$ cat config.mk
export PLATFORM = sky130hd
export DESIGN_NAME = pme_front
export DESIGN_NICKNAME = d
export VERILOG_FILES = /design/src/sv/pme_pkg.sv /design/src/sv/pme_front.sv
export VERILOG_INCLUDE_DIRS = /design/src /design/src/sv
export SDC_FILE = /design/constraint.sdc
export NUM_CORES = 1
export LEC_CHECK = 0
export ABC_AREA = 1
export BUFFER_PORTS_ARGS = -buffer_cell sky130_fd_sc_hd__buf_2
export CORE_MARGIN = 8
export CORE_UTILIZATION = 47
export CTS_CLUSTER_DIAMETER = 30
export DETAILED_ROUTE_END_ITERATION = 10
export MAX_ROUTING_LAYER = met4
export PLACE_DENSITY = 0.8
export SKIP_LAST_GASP = 1
export SYNTH_ARGS = -nofsm -noshare
export SYNTH_HDL_FRONTEND = slang
export SYNTH_SLANG_ARGS = --single-unit
$ cat constraint.sdc
create_clock -name clk -period 5.67 [get_ports clk]
set_clock_uncertainty 0.1 [all_clocks]
set_input_delay 1.134 -clock clk [delete_from_list [all_inputs] [get_ports clk]]
set_output_delay 1.134 -clock clk [all_outputs]
set_load 0.02 [all_outputs]
$ cat src/sv/path_metric_evaluator_defines.svh
// assertion macros shared by the path metric evaluator modules
`ifndef PATH_METRIC_EVALUATOR_DEFINES_SVH
`define PATH_METRIC_EVALUATOR_DEFINES_SVH

`ifndef SYNTH
// clocked check, quiet while reset is held, with its own message
`define PME_ASSERT_MSG(lbl, prop, msg) \
  lbl: assert property (@(posedge clk) disable iff (!rst_n) (prop)) else $error(msg);
// clocked check with a generic message
`define PME_ASSERT(lbl, prop) \
  `PME_ASSERT_MSG(lbl, prop, "path metric evaluator check failed")
`else
`define PME_ASSERT_MSG(lbl, prop, msg)
`define PME_ASSERT(lbl, prop)
`endif

`endif

$ cat src/sv/pme_pkg.sv
// shared types and constants of the path metric evaluator
`timescale 1ns / 1ps

package pme_pkg;

  localparam int MAX_NODES_DEF = 64;

  localparam int ACTION_W = 2;
  localparam int INDEX_W  = 6;
  localparam int ADDR_W   = 32;
  localparam int VALUE_W  = 32;

  localparam int IN_TDATA_W  = 80;
  localparam int IN_TUSER_W  = 3;
  localparam int OUT_TDATA_W = 32;
  localparam int OUT_TUSER_W = 1;

  // action codes on the input stream
  localparam logic [ACTION_W-1:0] ACT_NODE = 2'd0;
  localparam logic [ACTION_W-1:0] ACT_EDGE = 2'd1;
  localparam logic [ACTION_W-1:0] ACT_HOP  = 2'd2;

  // metric modes
  localparam logic MODE_LAT_SUM = 1'b0;
  localparam logic MODE_BW_MIN  = 1'b1;

  typedef enum logic [1:0] {
    CMD_NODE = 2'd0,
    CMD_EDGE = 2'd1,
    CMD_HOP  = 2'd2
  } cmd_kind_t;

  typedef struct packed {
    cmd_kind_t             kind;
    logic [INDEX_W-1:0]    node_index;
    logic [INDEX_W-1:0]    column_index;
    logic [ADDR_W-1:0]     address;
    logic [VALUE_W-1:0]    edge_value;
    logic                  metric_mode;
    logic                  last_hop;
  } cmd_t;

  // head of the command queue as seen by the back end
  typedef struct packed {
    logic valid;
    cmd_t cmd;
  } queue_head_t;

endpackage

$ cat src/sv/pme_front.sv
// front end: takes items, decodes and filters them, queues commands
`timescale 1ns / 1ps
`include "path_metric_evaluator_defines.svh"

module pme_front #(
  parameter int MAX_NODES = pme_pkg::MAX_NODES_DEF
) (
  input  logic                             clk,
  input  logic                             rst_n,
  input  logic                             in_tvalid,
  output logic                             in_tready,
  // node_index, column_index, address, edge_value, zero pad
  input  logic [pme_pkg::IN_TDATA_W-1:0]   in_tdata,
  // action, metric_mode
  input  logic [pme_pkg::IN_TUSER_W-1:0]   in_tuser,
  input  logic                             in_tlast,
  output pme_pkg::queue_head_t             head_o,
  input  logic                             pop_i
);

  pme_pkg::cmd_t             q_r [2];
  logic                      wr_ptr_r, wr_ptr_nxt;
  logic                      rd_ptr_r, rd_ptr_nxt;
  logic [1:0]                count_r, count_nxt;
  logic                      accept;
  logic                      keep;
  logic                      push;
  pme_pkg::cmd_t             cmd;
  logic [pme_pkg::ACTION_W-1:0] action;

  assign action = in_tuser[1:0];

  // field unpack
  always_comb begin
    cmd.kind         = pme_pkg::CMD_HOP;
    cmd.node_index   = in_tdata[5:0];
    cmd.column_index = in_tdata[11:6];
    cmd.address      = in_tdata[43:12];
    cmd.edge_value   = in_tdata[75:44];
    cmd.metric_mode  = in_tuser[2];
    cmd.last_hop     = in_tlast;
    keep             = 1'b0;
    case (action)
      pme_pkg::ACT_NODE: begin
        cmd.kind = pme_pkg::CMD_NODE;
        keep     = int'(cmd.node_index) < MAX_NODES;
      end
      pme_pkg::ACT_EDGE: begin
        cmd.kind = pme_pkg::CMD_EDGE;
        keep     = (int'(cmd.node_index) < MAX_NODES) && (int'(cmd.column_index) < MAX_NODES);
      end
      pme_pkg::ACT_HOP: begin
        cmd.kind = pme_pkg::CMD_HOP;
        keep     = 1'b1;
      end
      default: begin
        keep = 1'b0;
      end
    endcase
  end

  assign in_tready = (count_r != 2'd2);
  assign accept    = in_tvalid && in_tready;
  assign push      = accept && keep;

  always_comb begin
    wr_ptr_nxt = push  ? ~wr_ptr_r : wr_ptr_r;
    rd_ptr_nxt = pop_i ? ~rd_ptr_r : rd_ptr_r;
    count_nxt  = count_r + {1'b0, push} - {1'b0, pop_i};
  end

  always_ff @(posedge clk) begin
    if (!rst_n) begin
      wr_ptr_r <= 1'b0;
      rd_ptr_r <= 1'b0;
      count_r  <= 2'd0;
    end else begin
      wr_ptr_r <= wr_ptr_nxt;
      rd_ptr_r <= rd_ptr_nxt;
      count_r  <= count_nxt;
    end
  end

  always_ff @(posedge clk) begin
    if (push) begin
      q_r[wr_ptr_r] <= cmd;
    end
  end

  assign head_o.valid = (count_r != 2'd0);
  assign head_o.cmd   = q_r[rd_ptr_r];

  `PME_ASSERT(a_queue_no_underflow, pop_i |-> (count_r != 2'd0))
  `PME_ASSERT(a_queue_bound, count_r != 2'd3)
  `PME_ASSERT_MSG(a_queue_fill, (push && !pop_i) |=> (count_r == $past(count_r) + 2'd1),
    "queue count did not follow a push")

endmodule

==> impl_metrics.env, run 1 <==
export IMPL_clk_latency_ps=420
export IMPL_drt_wl_total_um=11600
export IMPL_holdBufCountCts=0
export IMPL_wl_per_cell_um=17.7
export IMPL_netlist_area_um2=6410
export IMPL_antenna_found_initial=1
export IMPL_async_flop_share_pct=0
export IMPL_hold_violations=0
export IMPL_holdWs_ps=405
export IMPL_ys_types=13
export IMPL_crit_arrival_ps=2010
export IMPL_yosysTopAreaCell="edfxtp_1"
export IMPL_p_leak_nw=3.17
export IMPL_irDropWorstVdd_uv=237
export IMPL_port_buffer_count=165
export IMPL_dp_hpwl_um=8010
export IMPL_grt_pass1_vias=3442
export IMPL_die_width_um=133
export IMPL_synthTopCellsByCount="160 x edfxtp_1, 80 x mux2_4, 12 x nand2_1"
export IMPL_reg2reg_depth=5
export IMPL_outcome="finished clean"
export IMPL_fin_setup_tns_ps=0
export IMPL_cts_root_buf="clkbuf_16"
export IMPL_relSlewSlack_pct=36.4
export IMPL_ant_nets=0
export IMPL_synth_avg_cell_area_um2=22.4
export IMPL_period_needed_ps=3250
export IMPL_crit_type="flip-flop to output pin"
export IMPL_syn_inst=286
export IMPL_cts_setup_buffers=0
export IMPL_synthFlopType="edfxtp_1"
export IMPL_utilization_pct=59.7
export IMPL_cts_made_buffers=17
export IMPL_drt_initial_drc_count=156
export IMPL_drv_cap=0
export IMPL_pre_cts_ws_ps=2350
export IMPL_drc_errors=0
export IMPL_yosysSeqAreaShare_pct=76.5
export IMPL_r2r_slack_ps=3250
export IMPL_cts_htree_levels=4
export IMPL_setup_violations=0
export IMPL_cts_tree="built"
export IMPL_syn_nets=375
export IMPL_finalCritPeriodShare_pct=57.3
export IMPL_die_h_um=133
export IMPL_grtUsageTotal_pct=13.6
export IMPL_power_mw=2.96
export IMPL_powerDensity_nw_per_um2=372
export IMPL_drt_vias_per_instance=4.77
export IMPL_rr_startpoint="count_r[0]$_SDFF_PN0_"
export IMPL_place_congestion=0.652
export IMPL_num_vias=3120
export IMPL_dieArea_um2=17600
export IMPL_nNetsFinal=553
export IMPL_synth_edf_count=160
export IMPL_grt_pass1_wl_um=17800
export IMPL_endpoint_kind="output pin"
export IMPL_clockBufferDepth=2
export IMPL_synth_top_area_share_pct=74.9
export IMPL_coreArea_um2=13300
export IMPL_cts_sinks=165
export IMPL_initial_core_util_pct=48.2
export IMPL_holdCritPathClass="flip-flop to flip-flop"
export IMPL_ioPinCount=170
export IMPL_worstPathMaxFanout=48
export IMPL_cts_resized=0
export IMPL_rsz0062_at_grt="no"
export IMPL_drt_first_pass_iters=5
export IMPL_synth_area_leaders="edfxtp_1 75%, mux2_4 19%, buf_12 2.5%"
export IMPL_gr_total_overflow=0
export IMPL_fmax_ghz=0.308
export IMPL_grt_max_degree=51
export IMPL_clk_pin_slew_ps=60
export IMPL_yosysWarningCount=0
export IMPL_reg2reg_to="q_r[1][11]$_DFFE_PP_"
export IMPL_critPathLaunchType="flip-flop"
export IMPL_worst_pin_slew_ps=952
export IMPL_synth_most_common_cell="edfxtp_1"
export IMPL_ys_seq_elements=165
export IMPL_holdPathStages=2
export IMPL_maxSlewViolCount=0
export IMPL_required_ps=4440
export IMPL_fin_ws_ps=2420
export IMPL_area_delta_synth_final_pct=23.8
export IMPL_drive_above_1_share_pct=59.5
export IMPL_num_rows=42
export IMPL_hp_start="rd_ptr_r$_SDFFE_PN0P_"
[sequential cells by signal (all words and copies together) (netlist names), named ones only]
register  flops
rd_ptr_r      1
q_r         160
wr_ptr_r      1
count_r       2
[worst max-delay path by stage]
stage | endpoint | slack, ps | cells past startpoint
after floorplan | q_r[1][0]$_DFFE_PP_ | 270 | 3
after global placement | q_r[1][16]$_DFFE_PP_ | 2400 | 5
after detailed placement | q_r[1][9]$_DFFE_PP_ | 2350 | 5
after CTS | head_o[12] | 2400 | 3
after global routing | head_o[64] | 2340 | 3
final | head_o[12] | 2420 | 3
[critical path, stage by stage (launching register included)]
cell,delay (ps)
dfxtp_4,340
buf_4,670
mux2_4,360
buf_2,160
[final cells by class]
class,instances,area (µm²)
multi-input cells,105,1330
diodes,1,2.50
flip-flops and latches,165,4910
fillers,981,5350
clock buffers,17,425
inverters,6,22.5
well taps,176,220
repair buffers,169,881
clock inverters,15,154
[metrics by stage]
step,area [µm²],cells
floorplan,6410,286
global placement,7360,621
detailed placement,7360,621
CTS,7940,653
global route,7940,654
finish,7940,654
[logic make-up after synthesis]
| family | synth area share [%] |
|---|---|
| mux | 18.7 |
| compound gates | 0.0779 |
| flops | 76.5 |
| simple gates | 1.33 |
| xor+xnor | 0.137 |
| fa+ha+maj | 0.195 |
| buf+inv | 3.08 |
[per-layer routing]
layer	track usage, %	share of wire [%]	wire, µm
met2	21.8	50	5770
met4	6.88	1.8	212
met3	5.11	7.4	858
met5	-	0	0
met1	14.4	41	4720
[layout by cell type, fill, tap and decap left out, drive strengths merged]
cell,count
nor2,8
mux2,80
a21oi,1
buf,169
clkinvlp,4
clkinv,5
edfxtp,160
inv,10
nand3,2
bufinv,2
diode,1
clkbuf,17
xnor2,1
dfxtp,5
nand2,12
ha,1
[power breakdown]
group	total, mW	internal, mW	switching, mW
combinational	0.388	0.168	0.220
sequential	1.45	1.43	0.0210
clock	1.11	0.650	0.464
total	2.96	2.25	0.705
(Power assumes the default switching activity.)
==> run 2, diff against run 1 <==
- ABC_AREA: 1 -> 0
- PLACE_DENSITY: 0.8 -> 0.81
- clock period: 5.67 -> 2.9 ns (I/O delays scaled with it)
==> run 2 against run 1 <==
Via count shrank 0.71%; utilization grew 1.5 points; hold slack lost 150 ps; total power grew 100%; routed wire length shrank 1.9%; final area shrank 3.2%; register-to-register slack lost 2200 ps; sequential power grew 100%; global-route usage grew 0.90 points; clock power grew 100%.
==> impl_metrics.env, run 2 <==
export IMPL_outcome="finished clean"
export IMPL_num_rows=41
export IMPL_critPathLaunchType="flip-flop"
export IMPL_synth_avg_cell_area_um2=21.6
export IMPL_grt_pass1_vias=3487
export IMPL_maxSlewViolCount=0
export IMPL_min_to="q_r[0][51]$_DFFE_PP_"
export IMPL_ioPinCount=170
export IMPL_path_cells="buf_4 > mux2_2 > buf_2"
export IMPL_period_needed_ps=2470
export IMPL_critPathMaxStageDelay_ps=480
export IMPL_ys_seq_elements=165
export IMPL_die_width_um=129
export IMPL_ys_types=20
export IMPL_cts_root_buf="clkbuf_16"
export IMPL_crit_arrival_ps=1790
export IMPL_dp_hpwl_um=7840
export IMPL_synth_most_common_cell="edfxtp_1"
export IMPL_rr_startpoint="count_r[1]$_SDFF_PN0_"
export IMPL_async_flop_share_pct=0
export IMPL_worstPathMaxFanout=24
export IMPL_drc_errors=0
export IMPL_place_congestion=0.728
export IMPL_finalCritPeriodShare_pct=85.2
export IMPL_antenna_cells=0
export IMPL_crit_type="flip-flop to output pin"
export IMPL_clk_latency_ps=410
export IMPL_power_mw=6.03
export IMPL_pre_cts_ws_ps=648
export IMPL_cts_setup_buffers=0
export IMPL_reg_largest_list="q_r: 160 flops, count_r: 2 flops"
export IMPL_hp_start="in_tdata[29]"
export IMPL_synth_edf_count=160
export IMPL_required_ps=2220
export IMPL_ant_nets=0
export IMPL_max_flop_register="q_r"
export IMPL_hold_violations=0
export IMPL_gr_total_overflow=0
export IMPL_coreArea_um2=12600
export IMPL_r2r_slack_ps=1090
export IMPL_path_buf_inv=2
export IMPL_holdBufCountCts=0
export IMPL_fin_setup_tns_ps=0
export IMPL_num_vias=3098
export IMPL_port_buffer_count=165
export IMPL_irDropWorstVdd_uv=429
export IMPL_antenna_found_initial=0
export IMPL_drv_cap=0
export IMPL_crit_family="buffers and inverters"
export IMPL_synthFlopType="edfxtp_1"
export IMPL_drt_vias_per_instance=4.82
export IMPL_yosysSeqAreaShare_pct=81.3
export IMPL_drive_above_1_share_pct=60.1
export IMPL_largest_register_ffs=160
export IMPL_holdWs_ps=255
export IMPL_reg2reg_to="count_r[1]$_SDFF_PN0_"
export IMPL_cts_htree_levels=4
export IMPL_dieArea_um2=16700
export IMPL_clockBufferDepth=2
export IMPL_p_leak_nw=2.86
export IMPL_grt_max_degree=81
export IMPL_fin_cells=643
export IMPL_cp_slowest_cell="dfxtp_4"
export IMPL_synth_top_area_share_pct=79.7
export IMPL_area_delta_synth_final_pct=27.5
export IMPL_grtUsageTotal_pct=14.5
export IMPL_fmax_ghz=0.404
export IMPL_syn_nets=368
export IMPL_grt_pass1_wl_um=17600
export IMPL_reg2reg_depth=8
export IMPL_powerDensity_nw_per_um2=784
export IMPL_synth_area_leaders="edfxtp_1 80%, mux2_2 15%, dfxtp_1 1.7%"
export IMPL_clk_pin_slew_ps=60
export IMPL_nNetsFinal=547
export IMPL_die_h_um=129
export IMPL_netlist_area_um2=6030
export IMPL_yosysTopAreaCell="edfxtp_1"
export IMPL_yosysWarningCount=0
export IMPL_fin_ws_ps=428
export IMPL_drt_initial_drc_count=139
export IMPL_cts_tree="built"
export IMPL_cts_sinks=165
export IMPL_wl_per_cell_um=17.6
export IMPL_drt_first_pass_iters=4
export IMPL_holdCritPathClass="input pin to flip-flop"
export IMPL_initial_core_util_pct=48.0
export IMPL_drt_wl_total_um=11300
export IMPL_cts_made_buffers=17
export IMPL_layout_commonest_cell="buf_2"
export IMPL_endpoint_kind="output pin"
export IMPL_holdPathStages=1
export IMPL_synthTopCellsByCount="160 x edfxtp_1, 81 x mux2_2, 8 x buf_4"
export IMPL_relSlewSlack_pct=69.5
export IMPL_worst_pin_slew_ps=458
export IMPL_cts_resized=0
export IMPL_place_inst=611
export IMPL_setup_violations=0
export IMPL_layout_common_cells="165 x buf_2, 160 x edfxtp_1, 81 x mux2_2, 17 x clkbuf_16"
export IMPL_syn_inst=279
export IMPL_rsz0062_at_grt="no"
run 2: changes by cell type in the layout (fill, tap and decap cells not counted), sizes merged, moves of 2 or more:
cell    before  now
o21ai        0    2
xnor2        1    3
inv         10    3
clkbuf      17   20
nand3        2    0
nand2       12    0
nor2         8    4
and2         0    2
bufinv       2    4
run 2: routing by layer:
metal  wire [µm]  GRT usage (%)  vias to the layer above
met5           0              -                        -
met4         174           6.57                        0
met3         739           4.07                       14
met2        6060           25.1                      115
met1        4370           15.0                     1507
li1            -              -                     1462
run 2: kinds of logic (layout without fill, tap and decap cells):
group,after synthesis,after routing,share of synthesized area [%]
and+or+nand+nor,11,11,1.10
DFF,165,165,81.3
xor gates and xnor gates,3,3,0.436
AOI/OAI and AO/OA,4,4,0.415
buffers and inverters,14,206,1.39
muxes,81,81,15.1
adders and majority gates,1,1,0.207
run 2: final cells by class:
class	instances	area [µm²]
inverter	4	18.8
clock inverter	12	160
tap	172	215
fill	940	4880
multi-input combinational	100	1050
timing repair buffer	170	901
sequential	165	4910
clock buffer	20	437
run 2: worst max-delay path by stage:
stage / startpoint / endpoint / slack [ps] / cells past startpoint
after floorplan: in_tvalid / q_r[1][0]$_DFFE_PP_ / 210 / 3
after detailed placement: in_tuser[1] / count_r[1]$_SDFF_PN0_ / 650 / 8
after global routing: flip-flop / head_o[13] / 310 / 3
after CTS: flip-flop / head_o[67] / 370 / 3
final: flip-flop / head_o[32] / 430 / 3
after global placement: in_tuser[1] / count_r[1]$_SDFF_PN0_ / 710 / 8
run 2: power breakdown:
part / internal (mW) / leakage, nW / switching, mW
Sequential: 2.86 / 1.52 / 0.0581
Combinational: 0.347 / 1.05 / 0.530
Clock: 1.42 / 0.284 / 0.808
run 2: worst register-to-register path, delay by kind of cell, from the launching register on:
kind          cells  cell delay (ps)
simple gates      3              480
flops             1              370
mux               1              240
xor+xnor          2              210
fa+ha+maj         1              190
buf+inv           1              100
run 2: per-stage QoR:
stage          cell area [µm²]  utilization, %
6_report                  7690            61.2
5_1_grt                   7690            61.2
4_1_cts                   7690            61.2
3_5_place_dp              7090            56.4
3_3_place_gp              7090            56.4
2_1_floorplan             6040               -
==> run 3, diff against run 2 <==
- CORE_UTILIZATION: 47 -> 30
- PLACE_DENSITY: 0.81 -> 0.58
==> run 3 against run 2 <==
Combinational power up 3.2%; routed wire length rose by 9.7%; non-clock buffer count increased by 1; final cell count increased by 16%; die area grew 49%; largest cell class unchanged; first-iteration DRC count decreased by 10%; via count is 1.2% higher; global-route usage decreased by 4.0 points; sequential power barely moved; setup slack improved by 120 ps; clock-buffer cell count shrank 3; sequential share of layout area decreased by 1.3 points; critical endpoint is now head_o[71].
==> impl_metrics.env, run 3 (same netlist as run 2, synthesis figures left out) <==
export IMPL_finalCritPeriodShare_pct=81.1
export IMPL_cts_htree_levels=4
export IMPL_clockBufferDepth=2
export IMPL_clk_latency_ps=420
export IMPL_die_h_um=158
export IMPL_crit_arrival_ps=1670
export IMPL_fin_ws_ps=547
export IMPL_relSlewSlack_pct=66.2
export IMPL_nNetsFinal=548
export IMPL_grt_pass1_vias=3516
export IMPL_powerDensity_nw_per_um2=778
export IMPL_dp_hpwl_um=8400
export IMPL_cts_resized=0
export IMPL_cts_sinks=165
export IMPL_initial_core_util_pct=30.2
export IMPL_ioPinCount=170
export IMPL_grtUsageTotal_pct=10.5
export IMPL_fin_setup_tns_ps=0
export IMPL_drt_initial_drc_count=125
export IMPL_critPathLaunchType="flip-flop"
export IMPL_holdBufCountCts=0
export IMPL_max_flop_register="q_r"
export IMPL_worst_pin_slew_ps=507
export IMPL_num_rows=52
export IMPL_area_delta_synth_final_pct=30.2
export IMPL_gr_total_overflow=0
export IMPL_outcome="finished clean"
export IMPL_crit_type="flip-flop to output pin"
export IMPL_cts_tree="built"
export IMPL_rsz0062_at_grt="no"
export IMPL_drc_errors=0
export IMPL_largest_register_ffs=160
export IMPL_ant_nets=0
export IMPL_required_ps=2220
export IMPL_place_congestion=0.708
export IMPL_endpoint_kind="output pin"
export IMPL_drt_wl_total_um=12400
export IMPL_dieArea_um2=24900
export IMPL_setup_violations=0
export IMPL_irDropWorstVdd_uv=374
export IMPL_cts_setup_buffers=0
export IMPL_maxSlewViolCount=0
export IMPL_hp_start="in_tdata[44]"
export IMPL_rr_startpoint="count_r[1]$_SDFF_PN0_"
export IMPL_layout_commonest_cell="buf_2"
export IMPL_coreArea_um2=20000
export IMPL_fmax_ghz=0.425
export IMPL_holdCritPathClass="input pin to flip-flop"
export IMPL_grt_max_degree=47
export IMPL_drt_vias_per_instance=4.22
export IMPL_drt_first_pass_iters=4
export IMPL_cts_root_buf="clkbuf_16"
export IMPL_holdPathStages=1
export IMPL_drive_above_1_share_pct=61.4
export IMPL_pre_cts_ws_ps=624
export IMPL_reg2reg_depth=4
export IMPL_port_buffer_count=165
export IMPL_hold_violations=0
export IMPL_layout_common_cells="165 x buf_2, 160 x edfxtp_1, 81 x mux2_2, 17 x clkbuf_16"
export IMPL_antenna_found_initial=1
export IMPL_drv_cap=0
export IMPL_die_width_um=158
export IMPL_num_vias=3136
export IMPL_grt_pass1_wl_um=19000
export IMPL_worstPathMaxFanout=39
export IMPL_wl_per_cell_um=16.8
export IMPL_period_needed_ps=2350
export IMPL_fill_cells=1877
export IMPL_cts_made_buffers=17
export IMPL_p_leak_nw=2.87
export IMPL_reg_largest_list="q_r: 160 flops, count_r: 2 flops"
export IMPL_clk_pin_slew_ps=60
-- run 3: final timing paths --
path	to	slack, ps
hold reg to reg	wr_ptr_r$_SDFFE_PN0P_	400
setup reg to reg	q_r[0][74]$_DFFE_PP_	1030
hold / removal	q_r[1][2]$_DFFE_PP_	250
setup / recovery	head_o[71]	550
-- run 3: where the power goes --
part	total [mW]	leakage [nW]	switching, mW	internal (mW)
clock	2.29	0.288	0.933	1.36
sequential	2.91	1.52	0.0514	2.86
combinational	0.905	1.06	0.546	0.358
total	6.11	2.87	1.53	4.58
-- run 3: final cells by class --
cell class / count / area [µm²] / area share (%)
antenna: 1 / 2.50 / 0.0319
clock buffer: 17 / 425 / 5.42
clock inverter: 15 / 175 / 2.23
inverter: 4 / 18.8 / 0.239
multi-input combinational: 100 / 1050 / 13.4
sequential: 165 / 4910 / 62.5
tap: 270 / 338 / 4.30
timing repair buffer: 171 / 933 / 11.9
-- run 3: per-layer routing --
| layer | GRT usage, % | wire length, µm | share of wire, % |
|---|---|---|---|
| met5 | - | 0 | 0 |
| met4 | 4.58 | 208 | 1.7 |
| met3 | 3.14 | 827 | 6.6 |
| met2 | 17.1 | 6490 | 52 |
| met1 | 11.8 | 4930 | 40 |
-- run 3: through the flow --
stage          std cells  util (%)  hold slack (ps)  area [µm²]  power, mW
2_1_floorplan        279         -              362        6040       3.53
3_3_place_gp         710      36.3              372        7250       3.87
3_5_place_dp         710      36.3              392        7250       3.89
4_1_cts              742      39.3              227        7850       6.23
5_1_grt              743      39.3              229        7850       6.37
6_report             743      39.3              249        7850       6.11
-- run 3: worst max-delay path: stages, from the launching register on --
cell,delay (ps)
dfxtp_4,430
buf_12,250
mux2_2,370
buf_2,170
